<file path="src/design/aes_round_transform_macros.svh">
// Assertion macros for the AES round transform block.
// Users must have i_clk and i_rst_n in scope.
`ifndef AES_ROUND_TRANSFORM_MACROS_SVH
`define AES_ROUND_TRANSFORM_MACROS_SVH

// Same-cycle implication; the consequent may carry its own delay.
`define ART_ASSERT_IMPL(label, ante, cons) \
    label: assert property (@(posedge i_clk) disable iff (!i_rst_n) (ante) |-> (cons)) \
        else $error("aes_round_transform: assertion failed");

// Next-cycle implication.
`define ART_ASSERT_NEXT(label, ante, cons) \
    label: assert property (@(posedge i_clk) disable iff (!i_rst_n) (ante) |=> (cons)) \
        else $error("aes_round_transform: assertion failed");

`endif

</file>
<file path="src/design/art_pkg.sv">
// Shared types, constants and functions for the AES round transform.
// Depends on nothing; used by every module of the block.
`timescale 1ns / 1ps
`default_nettype none

package art_pkg;

    localparam int unsigned NUM_BYTES = 16;
    localparam logic [7:0] GF_POLY = 8'h1b;

    localparam logic CFG_KEY_HIGH = 1'b0;
    localparam logic CFG_KEY_LOW  = 1'b1;

    typedef struct packed {
        logic [63:0] block_high;
        logic [63:0] block_low;
    } t_block_in;

    typedef struct packed {
        logic [63:0] result_high;
        logic [63:0] result_low;
    } t_block_out;

    localparam logic [7:0] SBOX [256] = '{
        8'h63,8'h7c,8'h77,8'h7b,8'hf2,8'h6b,8'h6f,8'hc5,8'h30,8'h01,8'h67,8'h2b,8'hfe,8'hd7,8'hab,8'h76,
        8'hca,8'h82,8'hc9,8'h7d,8'hfa,8'h59,8'h47,8'hf0,8'had,8'hd4,8'ha2,8'haf,8'h9c,8'ha4,8'h72,8'hc0,
        8'hb7,8'hfd,8'h93,8'h26,8'h36,8'h3f,8'hf7,8'hcc,8'h34,8'ha5,8'he5,8'hf1,8'h71,8'hd8,8'h31,8'h15,
        8'h04,8'hc7,8'h23,8'hc3,8'h18,8'h96,8'h05,8'h9a,8'h07,8'h12,8'h80,8'he2,8'heb,8'h27,8'hb2,8'h75,
        8'h09,8'h83,8'h2c,8'h1a,8'h1b,8'h6e,8'h5a,8'ha0,8'h52,8'h3b,8'hd6,8'hb3,8'h29,8'he3,8'h2f,8'h84,
        8'h53,8'hd1,8'h00,8'hed,8'h20,8'hfc,8'hb1,8'h5b,8'h6a,8'hcb,8'hbe,8'h39,8'h4a,8'h4c,8'h58,8'hcf,
        8'hd0,8'hef,8'haa,8'hfb,8'h43,8'h4d,8'h33,8'h85,8'h45,8'hf9,8'h02,8'h7f,8'h50,8'h3c,8'h9f,8'ha8,
        8'h51,8'ha3,8'h40,8'h8f,8'h92,8'h9d,8'h38,8'hf5,8'hbc,8'hb6,8'hda,8'h21,8'h10,8'hff,8'hf3,8'hd2,
        8'hcd,8'h0c,8'h13,8'hec,8'h5f,8'h97,8'h44,8'h17,8'hc4,8'ha7,8'h7e,8'h3d,8'h64,8'h5d,8'h19,8'h73,
        8'h60,8'h81,8'h4f,8'hdc,8'h22,8'h2a,8'h90,8'h88,8'h46,8'hee,8'hb8,8'h14,8'hde,8'h5e,8'h0b,8'hdb,
        8'he0,8'h32,8'h3a,8'h0a,8'h49,8'h06,8'h24,8'h5c,8'hc2,8'hd3,8'hac,8'h62,8'h91,8'h95,8'he4,8'h79,
        8'he7,8'hc8,8'h37,8'h6d,8'h8d,8'hd5,8'h4e,8'ha9,8'h6c,8'h56,8'hf4,8'hea,8'h65,8'h7a,8'hae,8'h08,
        8'hba,8'h78,8'h25,8'h2e,8'h1c,8'ha6,8'hb4,8'hc6,8'he8,8'hdd,8'h74,8'h1f,8'h4b,8'hbd,8'h8b,8'h8a,
        8'h70,8'h3e,8'hb5,8'h66,8'h48,8'h03,8'hf6,8'h0e,8'h61,8'h35,8'h57,8'hb9,8'h86,8'hc1,8'h1d,8'h9e,
        8'he1,8'hf8,8'h98,8'h11,8'h69,8'hd9,8'h8e,8'h94,8'h9b,8'h1e,8'h87,8'he9,8'hce,8'h55,8'h28,8'hdf,
        8'h8c,8'ha1,8'h89,8'h0d,8'hbf,8'he6,8'h42,8'h68,8'h41,8'h99,8'h2d,8'h0f,8'hb0,8'h54,8'hbb,8'h16
    };

    function automatic logic [7:0] gf_times2(input logic [7:0] x);
        logic [7:0] y;
        y = {x[6:0], 1'b0};
        if (x[7]) begin
            y = y ^ GF_POLY;
        end
        return y;
    endfunction

    function automatic logic [7:0] gf_times3(input logic [7:0] x);
        return gf_times2(x) ^ x;
    endfunction

endpackage

`default_nettype wire

</file>
<file path="src/design/art_sub_lane.sv">
// One substitution lane: adds a key byte to a state byte and looks it up in the S-box.
// Depends on art_pkg for the S-box table.
`timescale 1ns / 1ps
`default_nettype none

module art_sub_lane
    import art_pkg::*;
(
    input  wire logic       i_clk,
    input  wire logic [7:0] i_state,
    input  wire logic [7:0] i_key,
    output logic      [7:0] o_sub
);

    logic [7:0] r_sub;
    logic [7:0] n_sub;

    assign n_sub = SBOX[i_state ^ i_key];

    always_ff @(posedge i_clk) begin
        r_sub <= n_sub;
    end

    assign o_sub = r_sub;

endmodule

`default_nettype wire

</file>
<file path="src/design/art_mix_merge.sv">
// Merging stage: row shift, column mixing and the second key addition over all lanes.
// Depends on art_pkg for the GF(2^8) helpers and the result type.
`timescale 1ns / 1ps
`default_nettype none

module art_mix_merge
    import art_pkg::*;
(
    input  wire logic         i_clk,
    input  wire logic         i_rst_n,
    input  wire logic         i_valid,
    input  wire logic [127:0] i_sub,
    input  wire logic [127:0] i_key,
    output logic              o_valid,
    output t_block_out        o_result
);

    logic         r_valid;
    logic         n_valid;
    logic [127:0] r_data;
    logic [127:0] n_data;

    always_comb begin
        logic [7:0] a [4];
        logic [7:0] m [4];
        n_data = '0;
        for (int c = 0; c < 4; c++) begin
            for (int r = 0; r < 4; r++) begin
                a[r] = i_sub[127 - 8 * (4 * ((c + r) % 4) + r) -: 8];
            end
            m[0] = gf_times2(a[0]) ^ gf_times3(a[1]) ^ a[2] ^ a[3];
            m[1] = a[0] ^ gf_times2(a[1]) ^ gf_times3(a[2]) ^ a[3];
            m[2] = a[0] ^ a[1] ^ gf_times2(a[2]) ^ gf_times3(a[3]);
            m[3] = gf_times3(a[0]) ^ a[1] ^ a[2] ^ gf_times2(a[3]);
            for (int r = 0; r < 4; r++) begin
                n_data[127 - 8 * (4 * c + r) -: 8] = m[r] ^ i_key[127 - 8 * (4 * c + r) -: 8];
            end
        end
    end

    assign n_valid = i_valid;

    always_ff @(posedge i_clk) begin
        if (!i_rst_n) begin
            r_valid <= 1'b0;
        end else begin
            r_valid <= n_valid;
        end
    end

    always_ff @(posedge i_clk) begin
        r_data <= n_data;
    end

    assign o_valid  = r_valid;
    assign o_result = t_block_out'(r_data);

endmodule

`default_nettype wire

</file>
<file path="src/design/aes_round_transform.sv">
// Top level of the AES round transform: key registers, sixteen substitution lanes
// and the merging stage. Depends on art_pkg, art_sub_lane, art_mix_merge and the macro header.
//
// Usage: a block is transferred in at a rising edge where start is high and busy is low.
// busy is high only during reset and until the first edge that samples reset released;
// otherwise a new block may be transferred in every cycle.
// A block transferred in is registered in the sixteen S-box lanes and then in the merging
// stage, and appears on o_result with o_valid high once the merging stage has registered it.
// Throughput is one block per cycle while busy is low: each of the two register stages of the
// datapath, the sixteen S-box lanes and the mixing stage, takes a new block every cycle.
// The round key is written through i_cfg_we, i_cfg_idx and i_cfg_data, by the user only
// while no block is in flight, which the block does not enforce; both halves reset to zero.
// Reset clears the pipeline valid flags, so no result appears after reset until a new
// transfer. The receiver cannot stall the block; each result is shown for one cycle.
`timescale 1ns / 1ps
`default_nettype none

`include "aes_round_transform_macros.svh"

module aes_round_transform
    import art_pkg::*;
(
    input  wire logic        i_clk,
    input  wire logic        i_rst_n,
    input  wire logic        start,
    output logic             busy,
    input  wire t_block_in   i_block,
    output logic             o_valid,
    output t_block_out       o_result,
    input  wire logic        i_cfg_we,
    input  wire logic        i_cfg_idx,
    input  wire logic [63:0] i_cfg_data
);

    logic [63:0]  r_key_high;
    logic [63:0]  r_key_low;
    logic         r_busy;
    logic         r_sub_valid;
    logic         n_sub_valid;
    logic [127:0] w_key;
    logic [127:0] w_state;
    logic [127:0] w_sub;

    assign w_key   = {r_key_high, r_key_low};
    assign w_state = {i_block.block_high, i_block.block_low};

    always_ff @(posedge i_clk) begin
        if (!i_rst_n) begin
            r_key_high <= '0;
            r_key_low  <= '0;
        end else if (i_cfg_we) begin
            case (i_cfg_idx)
                CFG_KEY_HIGH: r_key_high <= i_cfg_data;
                CFG_KEY_LOW:  r_key_low  <= i_cfg_data;
                default: begin
                end
            endcase
        end
    end

    assign n_sub_valid = start && !r_busy;

    always_ff @(posedge i_clk) begin
        if (!i_rst_n) begin
            r_busy      <= 1'b1;
            r_sub_valid <= 1'b0;
        end else begin
            r_busy      <= 1'b0;
            r_sub_valid <= n_sub_valid;
        end
    end

    assign busy = r_busy;

    for (genvar k = 0; k < NUM_BYTES; k++) begin : g_lane
        art_sub_lane u_lane (
            .i_clk   (i_clk),
            .i_state (w_state[127 - 8 * k -: 8]),
            .i_key   (w_key[127 - 8 * k -: 8]),
            .o_sub   (w_sub[127 - 8 * k -: 8])
        );
    end

    art_mix_merge u_merge (
        .i_clk    (i_clk),
        .i_rst_n  (i_rst_n),
        .i_valid  (r_sub_valid),
        .i_sub    (w_sub),
        .i_key    (w_key),
        .o_valid  (o_valid),
        .o_result (o_result)
    );

    `ART_ASSERT_IMPL(a_accept_gives_result, start && !busy, ##2 o_valid)
    `ART_ASSERT_IMPL(a_result_has_source, o_valid, $past(start && !busy, 2))
    `ART_ASSERT_IMPL(a_busy_gives_no_result, busy, ##2 !o_valid)
    `ART_ASSERT_NEXT(a_lane_stage_follows, start && !busy, r_sub_valid)

endmodule

`default_nettype wire

</file>
<file path="config.mk">
export PLATFORM = sky130hd
export DESIGN_NAME = aes_round_transform
export DESIGN_NICKNAME = d
export VERILOG_FILES = /design/src/design/art_pkg.sv /design/src/design/art_sub_lane.sv /design/src/design/art_mix_merge.sv /design/src/design/aes_round_transform.sv
export VERILOG_INCLUDE_DIRS = /design/src /design/src/design
export SDC_FILE = /design/constraint.sdc
export NUM_CORES = 2
export LEC_CHECK = 0
export ABC_AREA = 1
export BUFFER_PORTS_ARGS = -buffer_cell sky130_fd_sc_hd__buf_2
export CAP_MARGIN = 5
export CORE_UTILIZATION = 30
export DETAILED_ROUTE_END_ITERATION = 16
export SYNTH_ARGS = -nofsm -noshare
export SYNTH_HDL_FRONTEND = slang
export SYNTH_SLANG_ARGS = --single-unit
</file>
<file path="constraint.sdc">
create_clock -name i_clk -period 2.2 [get_ports i_clk]
set_input_delay 0.11 -clock i_clk [delete_from_list [all_inputs] [get_ports i_clk]]
set_output_delay 0.11 -clock i_clk [all_outputs]
set_load 0.02 [all_outputs]
</file>
## After elaboration in Yosys (flattened, before gate mapping)

Memories as Yosys holds them, arrays and structs flattened. A register that Yosys moved wholly into a read port is not among the register bits.
Cells that the tools add are included.

| storage, ports and cells | value |
|---|---|
| memory bits (read-only) | 32768 |
| logic and storage cells | 172 |
| flip-flop bits (word level) | 259 |
| memories | 16 |
| bits of input ports | 197 |
| output and inout port bits | 130 |

Memories:

| memory | depth | bits a word | read ports | clocked after memory_dff | write ports | line | RTL |
|---|---|---|---|---|---|---|---|
| (no name shown) | 256 | 8 | 1 | 1 | 0 | art_sub_lane.sv:18 | `assign n_sub = SBOX[i_state ^ i_key];` |
| (no name shown) | 256 | 8 | 1 | 1 | 0 | art_sub_lane.sv:18 |  |
| (no name shown) | 256 | 8 | 1 | 1 | 0 | art_sub_lane.sv:18 |  |
| (no name shown) | 256 | 8 | 1 | 1 | 0 | art_sub_lane.sv:18 |  |
| (no name shown) | 256 | 8 | 1 | 1 | 0 | art_sub_lane.sv:18 |  |
| (no name shown) | 256 | 8 | 1 | 1 | 0 | art_sub_lane.sv:18 |  |
| +10 memories | -- | -- | -- | -- | -- | -- |  |

| cells by class | value |
|---|---|
| bitwise operators | 129 |
| muxes and demuxes | 17 |
| reduce and logical (&&, ||, !) cells | 4 |

Operators with widths:

| operator | count |
|---|---|
| $xor A8 B8 Y8 | 96 |
| $not A8 Y9 | 16 |
| $mux W5 | 16 |
| $not A4 Y4 | 16 |
| $reduce_and A2 Y1 | 2 |
| $logic_and A1 B1 Y1 | 1 |
| $logic_not A1 Y1 | 1 |
| $mux W1 | 1 |
| $not A1 Y1 | 1 |

## Depth between registers and ports, before layout

| logic depth | value |
|---|---|
| depth in word-level cells | 7 |
| depth in mapped cells | 17 |
| mapped depth without buffers | 17 |

## Cells and area by module

From an unflattened synthesis, not the netlist that was laid out.

| second synthesis, totals | value |
|---|---|
| cells, all modules | 13178 |
| area total of the unflattened synthesis | 70067.2 um2 |

By module, submodules not included:

| module | area each (um2) | seq. area each (um2) | cells an instance | times used |
|---|---|---|---|---|
| art_sub_lane at g_lane[0].u_lane ... | 3384.5 | 160.2 | 670 | 15 |
| art_mix_merge | 10998.0 | 2582.5 | 1766 | 1 |
| aes_round_transform | 5057.4 | 2602.5 | 702 | 1 |
| art_sub_lane at g_lane[3].u_lane | 3244.4 | 160.2 | 660 | 1 |

## Worst setup path before layout

OpenSTA, ideal clock, no wires.

| path | value |
|---|---|
| kind | register -> register |
| start | reg r_key_high[8] |
| end | reg g_lane[6].u_lane.r_sub[5] |
| data arrival time | 2.049 ns |
| cell stages (with the launch flop) | 16 |
| data required time | 2.086 ns |
| clock period less this slack | 2.163 ns |
| setup slack | 0.037 ns |
| cells stage by stage | dfxtp_1 > inv_1 > nand2_1 > nand2_1 > inv_1 > ha_1 > nand2_1 > nand2_1 > inv_1 > nand2_1 > nand3_1 > nand3_1 > nand2_1 > nand2_1 > nand3_1 > nand2_1 |

| between the ends | value |
|---|---|
| word-level cells in the longest chain between the ends | 2 |

Ends and longest elaborated chain:

| element | line | RTL |
|---|---|---|
| start, declared | aes_round_transform.sv:35 | `logic [63:0] r_key_high;` |
| start signal, assigned | aes_round_transform.sv:53 | `CFG_KEY_HIGH: r_key_high <= i_cfg_data;` |
| $xor A8 B8 Y8 | art_sub_lane.sv:18 |  |
| $not A8 Y9 (implied by the code) | art_sub_lane.sv:18 |  |
| end, declared | art_sub_lane.sv:15 | `logic [7:0] r_sub;` |

Every way passes these cells.
A chain may end at the register's enable or synchronous reset.

## Worst setup path after layout

| path | value |
|---|---|
| start | reg r_key_low[1] |
| end | reg g_lane[15].u_lane.r_sub[6] |

| between the ends | value |
|---|---|
| word-level cells in the longest chain between the ends | 2 |

Ends and longest elaborated chain:

| element | line | RTL |
|---|---|---|
| start, declared | aes_round_transform.sv:36 | `logic [63:0] r_key_low;` |
| start signal, assigned | aes_round_transform.sv:54 | `CFG_KEY_LOW: r_key_low <= i_cfg_data;` |
| $xor A8 B8 Y8 | art_sub_lane.sv:18 |  |
| $not A8 Y9 (implied by the code) | art_sub_lane.sv:18 |  |
| end, declared | art_sub_lane.sv:15 |  |

Every way passes these cells.

==> flow_summary.json <==
{
  "ant_nets": 0,
  "r2r_start": "r_key_low[1]",
  "clk_latency_ns": 0.73,
  "gp_congestion": 1.12,
  "fin_skew_ns": 0.0433,
  "clockBufferDepth": 3,
  "required_ns": 2.81,
  "antenna_found_initial": 63,
  "wl_mm": 401,
  "final.min_clock_period_ns": 2.21,
  "r2r_cells": 11,
  "synth_cell_types": 24,
  "maxSlewViolCount": 0,
  "tns_ns": -0.00627,
  "synth_seq_cells": 387,
  "status": "finished with violations",
  "final_cell_area_sq_um": 83100,
  "detail_route.first_pass.iterations": 9,
  "cts.sinks": 387,
  "viasPerCell": 5.87,
  "ios": 327,
  "cts_buffers": 55,
  "min_from": "i_block[79]",
  "grt_pass1_wl_mm": 581,
  "dp_hpwl_mm": 308,
  "hold_violations": 0,
  "worstHoldPathCells": 5,
  "dr_total_vias": 91700,
  "rows": 164,
  "wire_per_inst_microns": 25.7,
  "dieArea_sq_um": 203000,
  "fmax_mhz": 453,
  "maxCapViolCount": 0,
  "syn_avg_cell_area_sq_um": 5.26,
  "min_to": "g_lane[6].u_lane.o_sub[1]",
  "cp.arrival_ns": 2.81,
  "ir_worst_vdd_mv": 0.711,
  "core_sq_um": 200000,
  "r2r_slack_ns": -0.006,
  "setup_violations": 1,
  "r2r-end": "g_lane[15].u_lane.o_sub[6]",
  "worst_setup_path_end_kind": "flip-flop",
  "clkTransAtPathRegs_ns": 0.06,
  "initial_core_util": 0.302,
  "leakage_nw": 41.5,
  "crit_fanout": 4,
  "nNetsFinal": 13200,
  "die_w_microns": 450,
  "hold_path_class": "input pin to flip-flop",
  "final_util": 0.416,
  "synth_nets": 11800,
  "yosys-top-cells-area": "nand3_1 32%, nand2_1 22%, dfxtp_1 13%, xnor2_1 5.9%, xor2_1 3.9%",
  "power_per_cell_area_nw_per_um2": 874,
  "die_y_microns": 450,
  "worst_slack_ns": -0.00627,
  "seq_area_frac_synth": 0.129,
  "grt_max_degree": 81,
  "yosys.area.top_type_share": 0.324,
  "grt_setup_unrepaired": "true",
  "grt_overflow_total": 0,
  "finalCritPeriodShare": 1.00,
  "ys_warn_count": 0,
  "slew_headroom": 0.328,
  "areaGrowthSynthToFinish_pct": 37.9,
  "grt_pass1_vias": 83900,
  "placed_area_sq_um": 77600,
  "port_buffers": 326,
  "synth_top_area_cell": "nand3_1",
  "preCtsSetupSlack_ns": -0.257,
  "cp-start-kind": "flip-flop",
  "syn-instance-count": 11500,
  "gr-usage-all-layers": 0.377,
  "drive_gt1_frac": 0.217,
  "htree_num_levels": 2,
  "drcViolationCount": 0,
  "root_buffer": "clkbuf_16",
  "drt_iter0_markers": 16500,
  "cts_tree": "yes",
  "failed_checks": "negative setup slack",
  "worstSetupPathType": "flip-flop to flip-flop",
  "syn-cell-area_sq_um": 60300,
  "tightest_slew_ns": 1.00,
  "timing.hold.ws_ns": 0.0178
}
-- cells in the mapped netlist, drive strengths merged --
| cell type | number |
|---|---|
| clkinv | 27 |
| xor2 | 269 |
| nand3 | 3901 |
| nand2 | 3562 |
| a21oi | 272 |
| nor2 | 591 |
| xnor2 | 408 |
| clkbuf | 592 |
| o21ai | 307 |
| o211ai | 91 |
| and2 | 2 |
| a31oi | 13 |
| nand4 | 130 |
| or2 | 1 |
| dfxtp | 387 |
| buf | 165 |
| nand3b | 11 |
| ha | 128 |
| inv | 614 |
-- per-layer routing --
metal,vias to the layer above,track usage,wire length (microns)
li1,41300,-,-
met1,41900,0.485,154000
met2,6937,0.550,164000
met3,1590,0.0864,46900
met4,48,0.271,36300
met5,-,0,340
-- cells by family after synthesis --
family          after synthesis  synth area share
simple gates               8198             0.598
buf+inv                    1398            0.0878
compound gates              683            0.0608
xor+xnor                    677            0.0986
flops                       387             0.129
fa+ha+maj                   128            0.0266
-- critical path: stages, from the launching register on --
cell and delay, ns:
dfxtp_4 0.42, xor2_4 0.31, ha_4 0.26, buf_6 0.14
buf_4 0.16, nand3_1 0.12, buf_4 0.14, nand3_1 0.16
nand3_1 0.11, nand3_1 0.12, nand3_1 0.11, nand2_1 0.05
-- placed cells by master (no fill, tap or decap), types with 260 or more instances in the layout --
master	n
buf_2	326
buf_4	1472
dfxtp_1	355
inv_1	543
nand2_1	3285
nand3_1	3786
nor2_1	541
o21ai_0	284
xnor2_1	379
xor2_1	260
-- where the power goes --
| part | switching [mW] | internal, mW | leakage (nW) | total (mW) |
|---|---|---|---|---|
| registers | 2.55 | 9.45 | 3.25 | 12.0 |
| logic | 32.0 | 18.2 | 37.3 | 50.2 |
| clock network | 4.51 | 6.00 | 0.981 | 10.5 |
-- how the worst max path moves through the flow --
stage,startpoint,endpoint,cells past startpoint
final,r_key_low[1],g_lane[15].u_lane.o_sub[6],11
after detailed placement,r_key_low[1],g_lane[15].u_lane.o_sub[4],12
after CTS,r_key_low[0],g_lane[15].u_lane.o_sub[4],13
after floorplan,r_key_high[8],g_lane[6].u_lane.o_sub[5],15
after global routing,r_key_high[16],g_lane[5].u_lane.o_sub[1],16
after global placement,r_key_low[1],g_lane[15].u_lane.o_sub[4],12
-- cell type report --
cell class	count	area, sq um
Timing Repair Buffer	2098	17600
Multi-Input combinational cell	9686	49800
Tap cell	2656	3320
Antenna cell	44	110
Sequential cell	387	7800
Fill cell	22200	117000
Clock buffer	68	1540
Inverter	641	2420
Clock inverter	36	492
-- sequential cells by signal, indices dropped and copies added, names as in the netlist --
name,cells
g_lane.u_lane.o_sub,128
u_merge.o_result,128
r_key_high,64
r_key_low,64
busy,1
r_sub_valid,1
u_merge.o_valid,1
-- what timing repair did --
action,4_1_cts,5_1_grt
setup endpoints to repair,87,126
gates resized for setup,122,619
endpoints found under the hold margin,164,0
buffers inserted,1,11
hold buffers,77,0
pin swaps,2,56
gates cloned,0,2
-- per-stage QoR --
| step | total power [mW] | std cells |
|---|---|---|
| 3_5_place_dp | 59.0 | 15400 |
| 6_report | 72.7 | 15600 |
| 4_1_cts | 70.1 | 15600 |
| 3_3_place_gp | 59.5 | 15400 |
| 2_1_floorplan | 37.1 | 11500 |
| 5_1_grt | 75.7 | 15600 |
No activity file was read; power rests on OpenSTA's default activity.
